===== src/hw/rtl/bbc_pkg.sv =====
package bbc_pkg;

  localparam int NumBuffersDef    = 64;
  localparam int RefCountWidthDef = 8;
  localparam int FifoDepth        = 2;

  localparam logic [2:0] ST_HIT      = 3'd0;
  localparam logic [2:0] ST_FILL     = 3'd1;
  localparam logic [2:0] ST_NOBUF    = 3'd2;
  localparam logic [2:0] ST_RELEASED = 3'd3;
  localparam logic [2:0] ST_BADREL   = 3'd4;
  localparam logic [2:0] ST_SAT      = 3'd5;

  localparam logic CMD_ACQUIRE = 1'b0;
  localparam logic CMD_RELEASE = 1'b1;

  typedef struct packed {
    logic        command;
    logic [31:0] block_number;
    logic [5:0]  buffer_index;
  } in_item_t;

  typedef struct packed {
    logic [5:0] granted_index;
    logic [2:0] status;
  } out_item_t;

  typedef enum logic [1:0] {
    OP_ACQUIRE,
    OP_RELEASE,
    OP_BAD_INDEX
  } op_kind_t;

  typedef struct packed {
    op_kind_t    kind;
    logic [31:0] block_number;
    logic [5:0]  buffer_index;
  } op_t;

  typedef struct packed {
    logic push;
    logic full;
  } fifo_wr_t;

  typedef struct packed {
    logic pop;
    logic empty;
  } fifo_rd_t;

  function automatic logic [5:0] to_gidx(input logic [7:0] v);
    return v[5:0];
  endfunction

endpackage


===== src/hw/rtl/bbc_front.sv =====
module bbc_front import bbc_pkg::*; #(
  parameter int NUM_BUFFERS = NumBuffersDef
) (
  input  logic     clk,
  input  logic     rst_n,
  input  logic     in_valid,
  output logic     in_stall,
  input  in_item_t in_data,
  output fifo_wr_t wr_ctl,
  input  logic     fifo_full,
  output op_t      op_out
);

  logic     f_valid_r;
  op_t      f_op_r;
  op_t      op_nxt;
  logic     push;
  logic [8:0] idx_wide;

  assign idx_wide = 9'(in_data.buffer_index);
  assign push     = f_valid_r && !fifo_full;
  assign in_stall = f_valid_r && fifo_full;

  always_comb begin
    op_nxt.block_number = in_data.block_number;
    op_nxt.buffer_index = in_data.buffer_index;
    if (in_data.command == CMD_ACQUIRE) begin
      op_nxt.kind = OP_ACQUIRE;
    end else if (idx_wide >= 9'(NUM_BUFFERS)) begin
      op_nxt.kind = OP_BAD_INDEX;
    end else begin
      op_nxt.kind = OP_RELEASE;
    end
  end

  always_ff @(posedge clk) begin
    if (!rst_n) begin
      f_valid_r <= 1'b0;
    end else if (in_valid && !in_stall) begin
      f_valid_r <= 1'b1;
    end else if (push) begin
      f_valid_r <= 1'b0;
    end
    if (in_valid && !in_stall) begin
      f_op_r <= op_nxt;
    end
  end

  assign wr_ctl.push = push;
  assign wr_ctl.full = fifo_full;
  assign op_out      = f_op_r;

endmodule


===== config.mk =====
export PLATFORM = sky130hd
export DESIGN_NAME = bbc_front
export DESIGN_NICKNAME = d
export VERILOG_FILES = /design/src/hw/rtl/bbc_pkg.sv /design/src/hw/rtl/bbc_front.sv
export SDC_FILE = /design/constraint.sdc
export NUM_CORES = 1
export LEC_CHECK = 0
export ABC_AREA = 1
export BUFFER_PORTS_ARGS = -buffer_cell sky130_fd_sc_hd__buf_2
export CAP_MARGIN = 5
export CORE_MARGIN = 10
export CORE_UTILIZATION = 37
export DETAILED_ROUTE_END_ITERATION = 7
export GPL_TIMING_DRIVEN = 0
export PLACE_DENSITY = 0.69
export SYNTH_ARGS = -nofsm -noshare
export SYNTH_HDL_FRONTEND = slang
export SYNTH_SLANG_ARGS = --single-unit

===== constraint.sdc =====
create_clock -name clk -period 7.8 [get_ports clk]
set_input_delay 0.39 -clock clk [delete_from_list [all_inputs] [get_ports clk]]
set_output_delay 0.39 -clock clk [all_outputs]
set_load 0.01 [all_outputs]

== Word-level counts from Yosys, hierarchy flattened ==
Index checks and enable logic that the tools add are counted.
Word-level totals
  memories: 0
  word-level logic and storage cells: 14
  input port bits: 43
  register bits after elaboration: 41
  memory bits (writable): 0
  memory bits (read-only): 0
  bits in latches: 0
  output and inout port bits: 43
Cells by class
  divide/modulo/power cells: 0
  eq/ne operators: 0
  reductions and logical operators: 6
  shifts and indexed selects: 0
  add/subtract/negate cells: 0
  muxes and demuxes: 3
  order comparisons: 1
  bitwise operators: 0
  $mul: 0
Operators by type and width (count)
  $ge A6 B7 Y1 const B: 1
  $logic_and A1 B1 Y1: 3
  $logic_not A1 Y1: 2
  $mux W1: 2
  $mux W2: 1
  $reduce_bool A2 Y1: 1

== Logic depth before layout (Yosys ltp) ==
Gate-level depths: netlist (run 1).
  depth after elaboration: 4
  depth in mapped cells: 3
  mapped depth without buffers: 3

== Worst setup path after synthesis (run 1) ==
Ideal clock, no wire load.
  kind: input port to flip-flop
  from: in fifo_full
  to: reg f_op_r, in the netlist op_out[0], enable pin
  required time: 7.364 ns
  setup slack: 5.193 ns
  arrival: 2.171 ns
  path buffers: 0
  stages: 3
  path through: nand2_2 inv_2 nor2_1
Between the ends
  cells in the longest elaborated chain, start to end: 3
RTL lines
  from (decl): line bbc_front.sv:10  | input logic fifo_full,
  $logic_and A1 B1 Y1: line bbc_front.sv:22  | assign in_stall = f_valid_r && fifo_full;
  named net in_stall: line bbc_front.sv:7  | output logic in_stall,
  $logic_not A1 Y1: line bbc_front.sv:44  | if (in_valid && !in_stall) begin
  $logic_and A1 B1 Y1: line bbc_front.sv:44
  to (signal assigned): line bbc_front.sv:45  | f_op_r <= op_nxt;
  to (decl): line bbc_front.sv:15  | op_t f_op_r;
The timed path passes the listed nets, and every way through them passes these cells.
A chain may end at the register's enable or synchronous reset.

== Worst setup path in the final report (run 1) ==
  from: reg f_valid_r
  to: reg f_op_r, in the netlist op_out[2], enable pin
Between the ends
  cells in the longest elaborated chain, start to end: 3
RTL lines
  from (decl): line bbc_front.sv:14  | logic f_valid_r;
  from (signal assigned): line bbc_front.sv:38  | f_valid_r <= 1'b0;
  from (signal assigned): line bbc_front.sv:40  | f_valid_r <= 1'b1;
  from (signal assigned): line bbc_front.sv:42  | f_valid_r <= 1'b0;
  $logic_and A1 B1 Y1: line bbc_front.sv:22
  $logic_not A1 Y1: line bbc_front.sv:44
  $logic_and A1 B1 Y1: line bbc_front.sv:44
No other way between the ends.

==> flow_summary.toml, run 1 <==
[status]
run_status = "completed"

[global_route]
grt_first_pass_wirelength_um = 4430
grt_max_degree = 40
grt_antenna_before_repair = 1
first_global_vias = 927
grt_util_all_layers_pct = 9.47
grt.overflow.total = 0

[route]
drt-wirelength-per-cell_um = 14.9
ant_nets = 0
drt_wl_total_um = 2860
detailedRoute.firstPassIterationCount = 3
initialDrtViolationCount = 18
remaining_routing_drc_violations = 0
routed-via-count = 765
via_per_inst = 4.01

[floorplanning]
floorplan.die.width_um = 78.2
coreArea_um2 = 3310
num_rows = 21
die_height_um = 78.2
initial_core_util_pct = 37.9
i_o_pin_count = 86
die_area_um2 = 6120

[power]
pwr_density_cell_nw_per_um2 = 216
total_leakage_power_nw = 0.795
ir_drop_mv = 0.152

[worst_setup_path]
setup.worst_path.end_class = "flop"
arrival_worst_endpoint_ns = 1.59
required_ns = 7.76
worstSetupStartpointType = "flop"
path_max_fanout = 39
criticalPathCategory = "reg2reg"

[layout]
final_area_um2 = 1800
final-instance-count-excl-fill = 191
final_layout_size_suffix_gt1_share_pct = 68.1
final_net_count = 186
flow.area_growth_from_synthesis_pct = 43.5
layout.core_utilization_pct = 54.4

[timing]
portion_of_the_clock_cycle_consumed_by_the_worst_path_in_the_final_layout_pct = 21.0
setup_total_negative_slack_ns = 0
fin_worst_skew_ns = 0.00783
report.final.hold_viol_count = 0
max_slew.worst_pin.slew_ns = 1.04
finalCriticalPeriod_ns = 1.64
whs_ns = 0.227
achievable-frequency_ghz = 0.610
grt_setup_unrepaired = "false"
finalSetupViolCount = 0
final_max_slew_viol_count = 0
timing.max_slew.rel_slack_pct = 30.8

[logic_synthesis]
netlist_top_cells_count = "sky130_fd_sc_hd__edfxtp_1, sky130_fd_sc_hd__buf_4, sky130_fd_sc_hd__inv_1"
synth_area_leaders = "sky130_fd_sc_hd__edfxtp_1, sky130_fd_sc_hd__buf_4, sky130_fd_sc_hd__dfxtp_1"
yosysSeqAreaShare_pct = 94.9
synth_edf_count = 39
synth.cell_area_um2 = 1250
number_of_different_library_cells_in_the_post_synthesis_netlist = 9
count_of_state_elements_after_synthesis = 40
synth_async_sr_flop_share_pct = 0
synthCells = 52
synthesis.area_per_instance_um2 = 24.1
largest_area_contributor_in_the_synthesized_netlist = "sky130_fd_sc_hd__edfxtp_1"
synth-warning-count = 0
synth-main-ff-cell = "sky130_fd_sc_hd__edfxtp_1"
synth_fp_nets = 95
yosys.area.top_type_share_pct = 93.3
yosysMostFrequentCell = "sky130_fd_sc_hd__edfxtp_1"

[placement]
numPlacedInstances = 182
numPortBuffers = 84
placed_area_um2 = 1740
place_congestion = 0.666
post-dp-hpwl_um = 2330

[clock_network]
clk_pin_slew_ns = 0.12
worst_skew_pair.late_latency_ns = 0.33
clock_sink_count = 40
ctsRootBufferMaster = "sky130_fd_sc_hd__clkbuf_4"
cts_htree_levels = 2
post_cts.resized_instances = 0
cts_tree = "yes"
postCtsHoldBufs = 0
cts-root-to-sink-buffers = 2
postCtsSetupBuffers = 0
cts_inserted_buffers = 5

[min_path]
worstHoldPathType = "in2reg"

[flow_run]
cap_viol_max_count = 0
==> flip-flops by register name (all words and copies together), names as in the netlist <==
| register | cells |
|---|---|
| f_valid_r | 1 |
| op_out | 39 |
==> cells in the final DEF, fill, tap and decap left out <==
cell / count
sky130_fd_sc_hd__buf_2: 84
sky130_fd_sc_hd__nand2_2: 1
sky130_fd_sc_hd__inv_1: 3
sky130_fd_sc_hd__edfxtp_1: 39
sky130_fd_sc_hd__inv_2: 1
sky130_fd_sc_hd__nor2_1: 1
sky130_fd_sc_hd__clkbuf_4: 5
sky130_fd_sc_hd__clkinvlp_4: 1
sky130_fd_sc_hd__clkinv_4: 1
sky130_fd_sc_hd__a21oi_2: 1
sky130_fd_sc_hd__dfxtp_1: 1
sky130_fd_sc_hd__buf_4: 3
sky130_fd_sc_hd__nor2_4: 1
sky130_fd_sc_hd__clkbuf_1: 1
sky130_fd_sc_hd__conb_1: 1
sky130_fd_sc_hd__diode_2: 1
==> final timing paths <==
kind | from | to | slack, ns | cells after the start
max | f_valid_r$_SDFFE_PN0P_ | op_out[2]$_DFFE_PP_ | 6.16 | 3
min | in_data[8] | op_out[8]$_DFFE_PP_ | 0.23 | 1
max reg2reg | f_valid_r$_SDFFE_PN0P_ | op_out[2]$_DFFE_PP_ | 6.16 | 3
min reg2reg | f_valid_r$_SDFFE_PN0P_ | f_valid_r$_SDFFE_PN0P_ | 0.50 | 2
==> cell type report <==
type,instances,area (um2)
Antenna cell,1,2.50
Tap cell,46,57.6
Clock inverter,2,16.3
Multi-Input combinational cell,5,33.8
Buffer,3,22.5
Fill cell,297,1510
Inverter,4,15.0
Sequential cell,40,1190
Clock buffer,6,41.3
Timing Repair Buffer,84,420
==> cell families after synthesis <==
group,count (synthesis),share of synthesized area (%)
compound gates,1,0.698
flops,40,94.9
simple gates,3,1.10
buf+inv,7,2.99
other cells,1,0.299
==> critical path: stages, from the launching register on <==
cell,delay (ns)
sky130_fd_sc_hd__dfxtp_1,0.35
sky130_fd_sc_hd__nand2_2,0.08
sky130_fd_sc_hd__inv_2,0.05
sky130_fd_sc_hd__nor2_4,0.78
==> routing by layer <==
| metal | part of all wire [%] | track usage, % |
|---|---|---|
| met1 | 34 | 8.53 |
| met2 | 49 | 14.6 |
| met3 | 17 | 9.11 |
| met4 | 0.74 | 3.23 |
| met5 | 0 | 0 |
==> power by group <==
part | internal, W | total [W] | switching [W] | leakage, nW
Clock | 0.0000359 | 0.0000989 | 0.0000630 | 0.0285
Sequential | 0.000251 | 0.000253 | 0.00000267 | 0.386
Combinational | 0.0000168 | 0.0000374 | 0.0000206 | 0.381
==> through the flow <==
step | worst slack (ns) | power [W]
after floorplan | 5.19 | 0.000272
after global placement | 4.61 | 0.000295
after detailed placement | 5.95 | 0.000297
after CTS | 6.15 | 0.000395
after global routing | 6.01 | 0.000412
final | 6.16 | 0.000390
No activity file was read; power rests on OpenSTA's default activity.
==> inputs of run 2 (changes only) <==
--- a/config.mk
+++ b/config.mk
@@ -9,10 +9,10 @@
 export BUFFER_PORTS_ARGS = -buffer_cell sky130_fd_sc_hd__buf_2
 export CAP_MARGIN = 5
 export CORE_MARGIN = 10
-export CORE_UTILIZATION = 37
+export CORE_UTILIZATION = 36
 export DETAILED_ROUTE_END_ITERATION = 7
 export GPL_TIMING_DRIVEN = 0
-export PLACE_DENSITY = 0.69
+export PLACE_DENSITY = 0.7
 export SYNTH_ARGS = -nofsm -noshare
 export SYNTH_HDL_FRONTEND = slang
 export SYNTH_SLANG_ARGS = --single-unit
==> constraint.sdc (replaced) <==
create_clock -name clk -period 1.35 [get_ports clk]
set_input_delay 0.0675 -clock clk [delete_from_list [all_inputs] [get_ports clk]]
set_output_delay 0.0675 -clock clk [all_outputs]
set_load 0.01 [all_outputs]
==> flow_summary.toml, run 2 (same netlist as run 1, synthesis figures left out) <==
[placement]
placed_area_um2 = 1740
place_congestion = 0.646
post-dp-hpwl_um = 2530
numPortBuffers = 84

[worst_setup_path]
critical_path_cell_by_cell = "nand2_2 > inv_2 > buf_2"
worstRegToRegCells = 3
rr_startpoint = "f_valid_r$_SDFFE_PN0P_"
worst_path_largest_cell_delay_ns = 0.39
criticalPathCategory = "reg2out"
arrival_worst_endpoint_ns = 1.14
setup.worst_path.end_class = "output pin"
crit_start = "f_valid_r$_SDFFE_PN0P_"
worstSetupStartpointType = "flop"
critical_path.slowest_cell = "sky130_fd_sc_hd__dfxtp_1"
path_max_fanout = 4
required_ns = 1.28

[power]
post-layout-total-power_w = 0.00266
ir_drop_mv = 0.694
total_leakage_power_nw = 1.00
pwr_density_cell_nw_per_um2 = 1170

[global_route]
grt_util_met2_pct = 22.2
grt_antenna_before_repair = 0
grt.overflow.total = 0
grt_max_degree = 20
grt_util_met1_pct = 11.4
first_global_vias = 1200
grt_util_all_layers_pct = 13.1
groute.layer.met3.usage_pct = 10.8
grt_first_pass_wirelength_um = 6120
top_usage_layer = "met2"

[layout]
final_area_um2 = 2280
final_net_count = 229
most_common_library_cell_in_the_layout_ignoring_fill_and_taps = "sky130_fd_sc_hd__buf_2"
n_antenna_cell = 0
final_layout_size_suffix_gt1_share_pct = 54.5
most-common-layout-cells = "sky130_fd_sc_hd__buf_2, sky130_fd_sc_hd__dlygate4sd3_1, sky130_fd_sc_hd__edfxtp_1, sky130_fd_sc_hd__clkbuf_4"
flow.area_growth_from_synthesis_pct = 81.6
largest_register_ff_count = 39

[route]
initialDrtViolationCount = 37
remaining_routing_drc_violations = 0
drt-wirelength-per-cell_um = 16.9
drt_wl_total_um = 3930
routed-via-count = 1000
ant_nets = 0
via_per_inst = 4.29
detailedRoute.firstPassIterationCount = 4

[min_path]
worstHoldPathType = "in2reg"
worstHoldPathCells = 3
hold_start = "fifo_full"

[timing]
report.final.hold_viol_count = 0
grt_setup_unrepaired = "false"
finalSetupViolCount = 0
fin_worst_skew_ns = 0.0123
finalCriticalPeriod_ns = 1.21
final_max_slew_viol_count = 0
whs_ns = 0.0266
portion_of_the_clock_cycle_consumed_by_the_worst_path_in_the_final_layout_pct = 89.6
achievable-frequency_ghz = 0.826

[clock_network]
worst_skew_pair.late_latency_ns = 0.34
ctsRootBufferMaster = "sky130_fd_sc_hd__clkbuf_4"
clock_sink_count = 40
cts_tree = "yes"
cts_htree_levels = 2
clk_pin_slew_ns = 0.11
cts-root-to-sink-buffers = 2
cts_inserted_buffers = 5

[floorplanning]
floorplan.die.width_um = 79.0
num_rows = 21
i_o_pin_count = 86
die_area_um2 = 6250
initial_core_util_pct = 37.3
coreArea_um2 = 3360
die_height_um = 79.0

[status]
run_status = "completed"

[flow_run]
cap_viol_max_count = 0
[run 2: cell count changes in the layout (fill, tap and decap cells not counted)]
cell	before	now
sky130_fd_sc_hd__dlygate4sd3_1	0	40
sky130_fd_sc_hd__clkbuf_8	0	2
sky130_fd_sc_hd__nor2_4	1	3
sky130_fd_sc_hd__buf_12	0	1
sky130_fd_sc_hd__bufinv_16	0	1
sky130_fd_sc_hd__clkbuf_1	1	0
sky130_fd_sc_hd__clkinv_4	1	0
sky130_fd_sc_hd__clkinvlp_4	1	0
sky130_fd_sc_hd__diode_2	1	0
[run 2: final timing paths]
path | endpoint | slack [ns]
setup / recovery | in_stall | 0.14
setup reg to reg | op_out[35]$_DFFE_PP_ | 0.20
hold reg to reg | f_valid_r$_SDFFE_PN0P_ | 0.53
hold / removal | f_valid_r$_SDFFE_PN0P_ | 0.03
[run 2: power breakdown]
group          switching, W  leakage [nW]  internal [W]  total (W)
Combinational      0.000152         0.565      0.000183   0.000335
Sequential        0.0000190         0.386       0.00145    0.00147
Clock              0.000366        0.0515      0.000492   0.000858
[run 2: area by class of cell]
type / count / area, um2
fillers: 250 / 1080
clock buffers: 7 / 65.1
multi-input cells: 7 / 56.3
flip-flops and latches: 40 / 1190
clock inverters: 1 / 30.0
well taps: 46 / 57.6
plain buffers: 3 / 22.5
inverters: 4 / 15.0
repair buffers: 125 / 841
[run 2: critical path, delay by kind of cell, from the launching register on]
| kind | cells | cell delay, ns |
|---|---|---|
| buf+inv | 2 | 0.33 |
| flops | 1 | 0.39 |
| simple gates | 1 | 0.08 |
[run 2: repair_timing]
item / in CTS / in global routing
setup endpoints to repair: 39 / 29
pin swaps: 2 / 1
hold buffers: 40 / 0
gates resized for setup: 1 / 1
gates cloned: 2 / 0
endpoints found under the hold margin: 40 / 0
buffers inserted: 0 / 1
[run 2: stage by stage]
stage | setup WS (ns) | cells | TNS, ns | utilization [%]
final | 0.140 | 233 | 0 | 67.7
after global routing | 0.0726 | 233 | 0 | 67.7
after CTS | 0.0113 | 232 | 0 | 67.0
after detailed placement | -0.310 | 182 | -12.05 | 51.7
after global placement | -0.202 | 182 | -7.84 | 51.7
after floorplan | -0.0658 | 52 | -2.57 | -
[run 2: metal layers]
| metal | part of all wire (%) | wire [um] |
|---|---|---|
| met1 | 32 | 1280 |
| met2 | 50 | 1960 |
| met3 | 17 | 655 |
| met4 | 1.1 | 43 |
| met5 | 0 | 0 |
