$ cat config.mk
export PLATFORM = sky130hd
export DESIGN_NAME = bbc_fifo
export DESIGN_NICKNAME = d
export VERILOG_FILES = /design/src/hw/rtl/bbc_pkg.sv /design/src/hw/rtl/bbc_fifo.sv
export SDC_FILE = /design/constraint.sdc
export NUM_CORES = 1
export LEC_CHECK = 0
export BUFFER_PORTS_ARGS = -buffer_cell sky130_fd_sc_hd__buf_2
export CORE_MARGIN = 4
export CORE_UTILIZATION = 40
export DETAILED_ROUTE_END_ITERATION = 10
export PLACE_DENSITY = 0.72
export SKIP_LAST_GASP = 1
export SYNTH_ARGS = -nofsm -noshare
export SYNTH_HDL_FRONTEND = slang
export SYNTH_SLANG_ARGS = --single-unit
$ cat constraint.sdc
create_clock -name clk -period 2.94 [get_ports clk]
set_clock_uncertainty 0.05 [all_clocks]
set_input_delay 0.147 -clock clk [delete_from_list [all_inputs] [get_ports clk]]
set_output_delay 0.147 -clock clk [all_outputs]
set_load 0.01 [all_outputs]
$ cat src/hw/rtl/bbc_pkg.sv
package bbc_pkg;

  localparam int NumBuffersDef    = 64;
  localparam int RefCountWidthDef = 8;
  localparam int FifoDepth        = 2;

  localparam logic [2:0] ST_HIT      = 3'd0;
  localparam logic [2:0] ST_FILL     = 3'd1;
  localparam logic [2:0] ST_NOBUF    = 3'd2;
  localparam logic [2:0] ST_RELEASED = 3'd3;
  localparam logic [2:0] ST_BADREL   = 3'd4;
  localparam logic [2:0] ST_SAT      = 3'd5;

  localparam logic CMD_ACQUIRE = 1'b0;
  localparam logic CMD_RELEASE = 1'b1;

  typedef struct packed {
    logic        command;
    logic [31:0] block_number;
    logic [5:0]  buffer_index;
  } in_item_t;

  typedef struct packed {
    logic [5:0] granted_index;
    logic [2:0] status;
  } out_item_t;

  typedef enum logic [1:0] {
    OP_ACQUIRE,
    OP_RELEASE,
    OP_BAD_INDEX
  } op_kind_t;

  typedef struct packed {
    op_kind_t    kind;
    logic [31:0] block_number;
    logic [5:0]  buffer_index;
  } op_t;

  typedef struct packed {
    logic push;
    logic full;
  } fifo_wr_t;

  typedef struct packed {
    logic pop;
    logic empty;
  } fifo_rd_t;

  function automatic logic [5:0] to_gidx(input logic [7:0] v);
    return v[5:0];
  endfunction

endpackage

$ cat src/hw/rtl/bbc_fifo.sv
module bbc_fifo import bbc_pkg::*; (
  input  logic     clk,
  input  logic     rst_n,
  input  fifo_wr_t wr_ctl,
  input  op_t      wr_op,
  output logic     full,
  input  logic     pop,
  output fifo_rd_t rd_ctl,
  output op_t      rd_op
);

  op_t        mem_r [FifoDepth];
  logic       wr_ptr_r;
  logic       rd_ptr_r;
  logic [1:0] cnt_r;
  logic       empty;

  assign full  = cnt_r == 2'(FifoDepth);
  assign empty = cnt_r == 2'd0;
  assign rd_op = mem_r[rd_ptr_r];

  always_ff @(posedge clk) begin
    if (!rst_n) begin
      wr_ptr_r <= 1'b0;
      rd_ptr_r <= 1'b0;
      cnt_r    <= 2'd0;
    end else begin
      if (wr_ctl.push) begin
        wr_ptr_r <= !wr_ptr_r;
      end
      if (pop && !empty) begin
        rd_ptr_r <= !rd_ptr_r;
      end
      case ({wr_ctl.push, pop && !empty})
        2'b10:   cnt_r <= cnt_r + 2'd1;
        2'b01:   cnt_r <= cnt_r - 2'd1;
        default: cnt_r <= cnt_r;
      endcase
    end
    if (wr_ctl.push) begin
      mem_r[wr_ptr_r] <= wr_op;
    end
  end

  assign rd_ctl.pop   = pop && !empty;
  assign rd_ctl.empty = empty;

endmodule

Word-level counts from Yosys, hierarchy flattened
Memories as Yosys holds them, arrays and structs flattened. A register that Yosys moved wholly into a read port is not among the register bits.
Cells that the tools add are included.
{ "classes": {"reduce_logical": 6, "n_mux": 5, "addsub": 2, "eq_ne": 3} }
{ "op_table": {"columns": ["cell", "n"], "rows": [
  ["equality test 2 bit (second input constant)", 2],
  ["two-way mux 1 bit", 4],
  ["case mux 2 bit (2 select lines)", 1],
  ["logical NOT 1 bit", 3],
  ["adder 2 x 1 -> 2 bit (second input constant)", 1],
  ["equality test 2 x 1 -> 1 bit (second input constant)", 1],
  ["logical NOT 2 bit", 1],
  ["nonzero test 2 bit", 1],
  ["subtractor 2 x 1 -> 2 bit (second input constant)", 1],
  ["logical AND 1 bit", 1]
]} }
{ "word_totals": {"input_bits": 45, "n_memories": 1, "register_bits": 4, "mem_bits_rw": 80, "wordCells": 20} }
{ "memory_table": {"columns": ["memory", "depth", "width", "read_ports", "rd_ports_with_merged_regs", "write_ports", "line_no", "text"], "rows": [
  ["mem_r", 2, 40, 1, 1, 1, "bbc_fifo.sv:12", "op_t mem_r [FifoDepth];"]
]} }

Longest topological paths before layout
Gate-level depths: netlist of run 1.
{ "logic_depth": {"word_depth": 5, "depth_mapped": 5, "mapped_depth_nobuf": 5} }

Worst setup path after synthesis of run 1
Ideal clock, no wire load.
{ "synth_timing": {"path_type": "reg2reg", "from": "reg wr_ptr_r", "to": "mem mem_r[0][0] (netlist bit), enable pin", "path_stages_with_launch": 2, "t_arrival_ns": 2.025, "setup_slack_ns": 0.426, "setup_ns": 0.440, "period_less_slack_ns": 2.514, "n_path_buf": 0, "cell_sequence": "dfxtp_1 -> nor2_1"} }
{ "synth_lines": {"columns": ["item", "line_no", "text"], "rows": [
  ["start, declared", "bbc_fifo.sv:13", "logic wr_ptr_r;"],
  ["start signal, assigned", "bbc_fifo.sv:29", "wr_ptr_r <= !wr_ptr_r;"],
  ["end, declared", "bbc_fifo.sv:12", null]
]} }
No word-level cell before the write port.

==> results of run 1 <==
## cells in the final DEF (no fill, tap or decap), drive strengths merged, types with 2 or more instances in the layout
master,instances
buf,87
edfxtp,80
mux2,40
dlygate4sd3,40
clkbuf,10
dfxtp,5
xnor2,3
nor2b,3
o21a,2
bufinv,2
nor2,2
inv,2
and2,2
clkinv,2
## worst max-delay path, delay by kind of cell (launching register included)
kind | cells | cell delay [ns]
muxes | 1 | 0.42
buffers and inverters | 1 | 0.14
DFF | 1 | 0.96
## per-stage QoR
| stage | hold WS [ns] | utilization, % | setup slack [ns] | power, mW | cell area (sq um) |
|---|---|---|---|---|---|
| 6_report | 0.02719 | 57.52 | 0.8598 | 2.992 | 4262 |
| 2_1_floorplan | 0.1959 | - | 0.4257 | 1.906 | 3104 |
| 3_5_place_dp | 0.2888 | 49.25 | 1.185 | 2.128 | 3649 |
| 4_1_cts | 0.006387 | 57.52 | 0.7917 | 3.041 | 4262 |
| 3_3_place_gp | 0.2849 | 49.25 | 1.186 | 2.115 | 3649 |
| 5_1_grt | 0.02129 | 57.52 | 0.7468 | 3.146 | 4262 |
## per-layer routing
metal,up-vias,global-route usage (%),wire length (um)
met3,6,2.971,287
met1,838,13.35,2257
met4,0,6.398,94
met5,-,0,0
met2,48,21.85,2953
li1,836,-,-
## report_power, final
part	switching, mW	leakage (nW)	total [mW]	internal [mW]
Combinational	0.252	0.708	0.611	0.359
Sequential	0.107	0.792	1.52	1.41
Clock	0.386	0.104	0.864	0.477
Total	0.745	1.60	2.99	2.25
## layout make-up
class | count | area [sq um]
fillers | 577 | 3147
flip-flops and latches | 85 | 2504
repair buffers | 127 | 838.3
multi-input cells | 57 | 579.3
clock buffers | 10 | 127.6
well taps | 99 | 123.9
clock inverters | 6 | 85.08
inverters | 1 | 3.754
## registers in the layout, summed over array words and instances (netlist names), named ones only
name      cells
mem_r        80
cnt_r         2
rd_ptr_r      1
wr_ptr_r      1
## Yosys cell counts (2+ instances only)
cell      count
xnor2_1       3
nor2_1        2
edfxtp_1     80
o21a_1        2
buf_2         4
dfxtp_1       5
nor2b_1       3
mux2_2       40
and2_1        2
## logic make-up (layout without fill, tap and decap cells)
logic type               after synthesis  after routing  share of synthesized area (%)
AO/OA/AOI/OAI                          4              4                         0.8865
XOR/XNOR                               3              3                         0.8466
adder cells (fa/ha/maj)                1              1                         0.4030
buffers and inverters                  6            144                          1.008
flip-flops                            85             85                          80.61
multiplexers                          40             40                          14.51
AND/OR/NAND/NOR                        9              9                          1.733
## final timing paths
path             from      endpoint  slack (ns)  depth (start not counted)
min reg2reg  cnt_r[1]      cnt_r[1]        0.48                          2
max reg2reg  wr_ptr_r  mem_r[1][22]        1.29                          1
min             rst_n      wr_ptr_r        0.03                          2
max              flop     rd_op[32]        0.86                          2
## what timing repair did
item                      CTS  global route
hold endpoints to repair   80             0
hold buffers               40             0
buffers inserted            0             0
==> impl_metrics.tcl, run 1 <==
set metrics [dict create \
    drc 0 \
    io_pins 88 \
    worst_ep_arrival_time_ns 1.88 \
    drt_iter0_markers 43 \
    syn-cell-area_sq_um 3104 \
    synth-main-ff-cell "edfxtp_1" \
    antenna_left 0 \
    h-tree-depth 3 \
    clk_pin_slew_worst_paths_ns 0.08 \
    drt-pass1-iter-count 3 \
    cts.sinks 85 \
    avgSynthCellArea_sq_um 20.97 \
    gp_congestion 0.6364 \
    synth.area.top_cells "edfxtp_1 (77%), mux2_2 (15%), dfxtp_1 (3.2%)" \
    rsz0062_at_grt "false" \
    grt_antenna_before_repair 0 \
    synth_top_area_share_pct 77.39 \
    drive_above_1_share_pct 50.70 \
    post-place-cells 329 \
    grt_usage_pct 12.24 \
    layoutNonFillerInstCount 385 \
    cts_resized 0 \
    initial_core_util_pct 41.90 \
    cp_max_fo 40 \
    syn-num-nets 194 \
    portBuffers 86 \
    post-dp-hpwl_mm 3.515 \
    worstSetupPathType "reg2out" \
    area_delta_synth_final_pct 37.28 \
    core_sq_um 7408 \
    hold_viol 0 \
    synth_cell_types 16 \
    die_y_um 96.10 \
    worst_pin_slew_ns 1.005 \
    worst_path_max_delay_cell "dfxtp_2" \
    fin_nets 327 \
    critPathCaptureType "primary output" \
    insertion_delay_ns 0.33 \
    overflow 0 \
    cp-start-kind "flop" \
    vdd_drop_max_mv 0.4794 \
    clock_path_buffers 2 \
    ys_warn_count 0 \
    fp.dieArea_sq_um 9234 \
    synth_cells 148 \
    wl_per_cell_um 14.52 \
    ys_seq_elements 85 \
    hold_class "in2reg" \
    cts_tree "yes" \
    relSlewSlack_pct 33.00 \
    final_max_slew_viol_count 0 \
    rows 31 \
    yosysTopAreaCell "edfxtp_1" \
    clock-root-buffer "clkbuf_8" \
    num_antenna_cells 0 \
    max_freq_mhz 480.7 \
    viasPerCell 4.488 \
    powerDensity_nw_per_um2 702.2 \
    crit_chain "mux2_2 > buf_2" \
    status "completed" \
    async_reset_ff_share_pct 0 \
    setup_viol_count_final 0 \
    fin_crit_sh_pct 70.76 \
    finalSetupTns_ns 0 \
    seq_area_frac_synth_pct 80.61 \
    fp.dieW_um 96.10 \
    max_stage_delay_ns 0.96 \
    vias 1728 \
    grt_pass1_wl_mm 8.349 \
    layout_min_cycle_time_ns 2.080 \
    maxCapViolCount 0 \
    cts_made_buffers 9 \
    grt_max_degree 41 \
    p_leak_nw 1.605 \
    synth-edff-count 80 \
    grt_pass1_vias 1872 \
    routed_wl_mm 5.592 \
    worstPathRequired_ns 2.74 \
]
No activity file was read; power rests on OpenSTA's default activity.
==> inputs of run 2 (changes only) <==
- ABC_AREA: unset -> 1
- clock period: 2.94 -> 2 ns (I/O delays scaled with it)
==> run 2 against run 1 <==
  * Combinational power down 4.6%
  * Die area rose by 1.3%
  * Largest cell class unchanged
  * Synthesized cell count increased by 10%
  * Non-clock buffer count increased by 6
  * Core utilization shrank 1.2 points
  * Cell count is 6.0% higher
  * Clock power is 28% higher
  * Total power up 26%
  * Cell area is 1.6% higher
  * Setup slack lost 0.47 ns
  * Critical path depth is 1 higher
==> impl_metrics.tcl, run 2 <==
set metrics [dict create \
    multi_input_area_sq_um 571.8 \
    fillers 664 \
    core_sq_um 7687 \
    cp_max_fo 40 \
    critPathCaptureType "primary output" \
    insertion_delay_ns 0.34 \
    portBuffers 86 \
    maxCapViolCount 0 \
    status "completed" \
    synth_cells 163 \
    avgSynthCellArea_sq_um 19.32 \
    yosysMostFrequentCell "edfxtp_1" \
    post-cts-setup-buffers 0 \
    syn-cell-area_sq_um 3149 \
    hold_class "in2reg" \
    ys_seq_elements 85 \
    grt_antenna_before_repair 0 \
    synth_cell_types 16 \
    grt_max_degree 41 \
    io_pins 88 \
    async_reset_ff_share_pct 0 \
    largest_reg_flops 80 \
    synth-main-ff-cell "edfxtp_1" \
    relSlewSlack_pct 72.77 \
    rows 32 \
    drc 0 \
    seqPwrFrac_pct 55.2 \
    ys_warn_count 0 \
    cp-start-kind "flop" \
    p_int_mw 2.918 \
    p_sw_share_pct 22.79 \
    finalSetupTns_ns 0 \
    cts_resized 0 \
    grt_pass1_wl_mm 9.549 \
    regMostFlops "mem_r" \
    initial_core_util_pct 40.97 \
    reg_top3 "mem_r x80, cnt_r x2" \
    die_y_um 96.73 \
    h-tree-depth 3 \
    clk_pin_slew_worst_paths_ns 0.07 \
    p_leak_nw 1.673 \
    viasPerCell 4.532 \
    cts_made_buffers 9 \
    grt_pass1_vias 2067 \
    hold_viol 0 \
    synthTopCellsByCount "edfxtp_1 (80), mux2_2 (40), nor2_1 (11)" \
    clock_path_buffers 2 \
    synth-edff-count 80 \
    area_delta_synth_final_pct 37.43 \
    rsz0062_at_grt "false" \
    syn-num-nets 209 \
    worst_ep_arrival_time_ns 1.46 \
    grt_usage_pct 12.92 \
    antenna_left 0 \
    worstSetupPathType "reg2out" \
    cts.sinks 85 \
    layout_min_cycle_time_ns 1.607 \
    mostFrequentLayoutCells "buf_2 (86), edfxtp_1 (80), dlygate4sd3_1 (43)" \
    synth_top_area_share_pct 76.28 \
    power_switching_uw 861.2 \
    worstPathRequired_ns 1.85 \
    final_max_slew_viol_count 0 \
    vias 1849 \
    fp.dieArea_sq_um 9357 \
    powerDensity_nw_per_um2 873.2 \
    combPwrFrac_pct 15.4 \
    worst_pin_slew_ns 0.4074 \
    wl_per_cell_um 13.69 \
    final_common_cell "buf_2" \
    vdd_drop_max_mv 0.4543 \
    routed_wl_mm 5.586 \
    num_antenna_cells 0 \
    fin_nets 348 \
    cts_tree "yes" \
    drt-pass1-iter-count 4 \
    fin_crit_sh_pct 80.37 \
    gp_congestion 0.6664 \
    synth.area.top_cells "edfxtp_1 (76%), mux2_2 (14%), dfxtp_1 (3.2%)" \
    post-dp-hpwl_mm 3.595 \
    fp.dieW_um 96.73 \
    drive_above_1_share_pct 49.02 \
    power_mw 3.779 \
    p_clk_share_pct 29.4 \
    drt_iter0_markers 48 \
    max_freq_mhz 622.1 \
    clock-root-buffer "clkbuf_8" \
    yosysTopAreaCell "edfxtp_1" \
    seq_area_frac_synth_pct 79.46 \
    ff_latch_area_sq_um 2504 \
    overflow 0 \
    setup_viol_count_final 0 \
]
run 2: cell types whose count changed after synthesis, sizes merged:
cell	previous run	this run
inv	1	8
nand3	0	1
a21oi	0	1
xnor2	3	0
and2b	1	0
a21boi	1	0
nand4	0	1
o21a	2	0
and2	2	0
nand2	0	8
nor2	2	12
nor2b	3	0
or3	1	0
run 2: power groups by stage:
| stage | Sequential, mW | Clock [mW] | Combinational [mW] |
|---|---|---|---|
| finish | 2.09 | 1.11 | 0.583 |
| global route | 2.10 | 1.25 | 0.646 |
| CTS | 2.09 | 1.16 | 0.597 |
| detailed placement | 2.13 | 0 | 0.530 |
| global placement | 2.12 | 0 | 0.521 |
| floorplan | 2.12 | 0 | 0.331 |
run 2: worst paths after layout:
kind	from	end	slack, ns	cells after the start
hold reg to reg	rd_ptr_r	rd_ptr_r	0.44	2
hold / removal	pop	flop	0.04	4
setup reg to reg	cnt_r[0]	cnt_r[1]	0.56	10
setup / recovery	flop	rd_op[13]	0.39	3
run 2: final cells by class:
type                       instances  share of cell area (%)
tap                              102                   2.949
inverter                           8                  0.6938
sequential                        85                   57.85
timing repair buffer             133                   21.16
clock inverter                     6                   1.272
multi-input combinational         65                   13.21
clock buffer                       9                   2.862
run 2: timing repair:
| item | 4_1_cts | 5_1_grt |
|---|---|---|
| setup endpoints to repair | 0 | 0 |
| hold buffers | 43 | 0 |
| endpoints found under the hold margin | 85 | 0 |
run 2: metal layers:
layer	up-vias	track usage (%)	part of all wire, %
li1	887	-	-
met1	898	13.69	40
met2	53	23.04	53
met3	11	3.965	5.2
met4	0	6.587	1.9
met5	-	0	0
run 2: cells by family after synthesis:
| logic type | after synthesis | share of synthesized area, % |
|---|---|---|
| adders and majority gates | 1 | 0.3972 |
| AOI/OAI and AO/OA | 2 | 0.3175 |
| and+or+nand+nor | 22 | 2.901 |
| DFF | 85 | 79.46 |
| buffers and inverters | 13 | 2.622 |
| muxes | 40 | 14.30 |
run 2: stage by stage:
stage	cell area, sq um	utilization (%)	instances	setup WS [ns]	hold WS, ns
after floorplan	3152	-	163	0.1616	0.1489
after global placement	3719	48.37	350	0.6436	0.2372
after detailed placement	3719	48.37	350	0.5734	0.2410
after CTS	4328	56.30	408	0.3638	0.02732
after global routing	4328	56.30	408	0.3204	0.04245
final	4328	56.30	408	0.3927	0.04204
run 2: critical path: stages (launching register included):
cell and delay [ns]:
dfxtp_2 0.35, buf_12 0.23, mux2_2 0.38, buf_2 0.14
==> inputs of run 3 (changes only) <==
- clock period: 2 -> 1.7 ns (I/O delays scaled with it)
==> run 3 against run 2 <==
  * Die area is the same
  * Critical path depth is the same
  * Sequential share of layout area grew 0.084 points
  * Total power grew 17%
  * Register-to-register slack lost 0.33 ns
  * Setup slack lost 0.27 ns
  * Largest power group unchanged
  * First-iteration DRC count shrank 42%
  * Core utilization shrank 0.081 points
==> impl_metrics.tcl, run 3 (same netlist as run 2, synthesis figures left out) <==
set metrics [dict create \
    fin_nets 350 \
    p_int_mw 3.428 \
    clk_pin_slew_worst_paths_ns 0.07 \
    grt_max_degree 24 \
    r2r_start "cnt_r[0]" \
    status "completed" \
    p_sw_share_pct 22.72 \
    cts_tree "yes" \
    final_common_cell "buf_2" \
    setup.worst_path.end "rd_op[5]" \
    worst_pin_slew_ns 0.3172 \
    reg_top3 "mem_r x80, cnt_r x2" \
    worst_ep_arrival_time_ns 1.44 \
    vias 1820 \
    reg2reg_to "cnt_r[1]" \
    mostFrequentLayoutCells "buf_2 (86), edfxtp_1 (80), dlygate4sd3_1 (43)" \
    ff2ff_setup_slack_ns 0.23 \
    worst_r2r_path_depth 10 \
    fp.dieW_um 96.73 \
    antenna_left 0 \
    cts_made_buffers 9 \
    drt-pass1-iter-count 4 \
    combPwrFrac_pct 15.4 \
    placed_area_sq_um 3709 \
    worstSetupPathType "reg2out" \
    h-tree-depth 3 \
    wl_met1_mm 2.177 \
    fillers 627 \
    met3WireLength_um 272 \
    hold_class "in2reg" \
    grt_pass1_vias 2033 \
    clock_path_buffers 2 \
    clock-root-buffer "clkbuf_8" \
    routed-wl-met2_mm 3.035 \
    power_switching_mw 1.008 \
    drt_iter0_markers 28 \
    grt_antenna_before_repair 0 \
    cts.sinks 85 \
    core_sq_um 7687 \
    worstPathRequired_ns 1.56 \
    fin_crit_sh_pct 92.72 \
    seqPwrFrac_pct 55.3 \
    p_clk_share_pct 29.3 \
    hold_viol 0 \
    fp.dieArea_sq_um 9357 \
    critPathCaptureType "primary output" \
    largest_reg_flops 80 \
    viasPerCell 4.439 \
    finalSetupTns_ns 0 \
    area_delta_synth_final_pct 37.23 \
    portBuffers 86 \
    routed_wl_mm 5.580 \
    final_max_slew_viol_count 0 \
    highest-signal-layer "met4" \
    initial_core_util_pct 40.97 \
    post-dp-hpwl_mm 3.634 \
    design_area_sq_um 4322 \
    overflow 0 \
    die_y_um 96.73 \
    io_pins 88 \
    gp_congestion 0.6749 \
    relSlewSlack_pct 78.85 \
    powerDensity_nw_per_um2 1026 \
    setup_viol_count_final 0 \
    drive_above_1_share_pct 49.35 \
    max_freq_mhz 634.4 \
    regMostFlops "mem_r" \
    p_leak_nw 1.675 \
    rsz0062_at_grt "false" \
    grt_pass1_wl_mm 9.308 \
    wl_per_cell_um 13.61 \
    cp-start-kind "flop" \
    grt_usage_pct 12.64 \
    layout_min_cycle_time_ns 1.576 \
    rows 32 \
    drc 0 \
    num_antenna_cells 0 \
    maxCapViolCount 0 \
    vdd_drop_max_mv 0.6548 \
    cp_max_fo 17 \
    insertion_delay_ns 0.33 \
]
==> run 3: changes by cell type in the layout (fill, tap and decap cells not counted), sizes merged <==
cell | previous run | this run
buf | 90 | 92
==> run 3: area by class of cell <==
type	count	area (sq um)	area share, %
Clock buffer	9	123.9	2.866
Clock inverter	6	55.05	1.274
Inverter	8	30.03	0.6948
Multi-Input combinational cell	65	571.8	13.23
Sequential cell	85	2504	57.93
Tap cell	102	127.6	2.953
Timing Repair Buffer	135	909.6	21.05
==> run 3: worst min path at each step <==
| stage | endpoint | start | cells after the start | slack, ns |
|---|---|---|---|---|
| after floorplan | mem_r[0][0] | wr_op[0] | 0 | 0.13 |
| after global placement | mem_r[0][3] | wr_op[3] | 1 | 0.22 |
| after detailed placement | mem_r[1][13] | wr_op[13] | 1 | 0.23 |
| after CTS | rd_ptr_r | pop | 4 | 0.02 |
| after global routing | rd_ptr_r | pop | 4 | 0.08 |
| final | rd_ptr_r | pop | 4 | 0.05 |
==> run 3: worst max-delay path, cell delays in order (launching register included) <==
cell	delay, ns
dfxtp_2	0.34
buf_4	0.24
mux2_2	0.37
buf_2	0.14
==> run 3: power groups by stage <==
stage,registers [mW],logic (mW),clock network (mW)
floorplan,2.50,0.390,0
global placement,2.49,0.607,0
detailed placement,2.50,0.615,0
CTS,2.45,0.694,1.36
global route,2.47,0.751,1.44
finish,2.45,0.682,1.30
==> run 3: what timing repair did <==
| action | CTS | global route |
|---|---|---|
| hold buffers | 43 | 0 |
| setup endpoints to repair | 0 | 3 |
| setup buffers | 0 | 0 |
| hold endpoints to repair | 85 | 0 |
| resized for setup | 0 | 1 |
==> run 3: per-layer routing <==
metal  vias to the layer above  track usage [%]
li1                        889                -
met2                        54            22.35
met4                         0            5.184
met5                         -                0
met1                       866            14.16
met3                        11            3.821
==> run 3: through the flow <==
step | util, % | total power [mW] | worst slack (ns) | instances | hold WS (ns)
2_1_floorplan | - | 2.886 | 0.01029 | 163 | 0.1339
3_3_place_gp | 48.24 | 3.100 | 0.3528 | 352 | 0.2221
3_5_place_dp | 48.24 | 3.117 | 0.2487 | 352 | 0.2281
4_1_cts | 56.17 | 4.504 | 0.03153 | 410 | 0.01705
5_1_grt | 56.22 | 4.654 | 0.06802 | 410 | 0.07586
6_report | 56.22 | 4.435 | 0.1238 | 410 | 0.04702
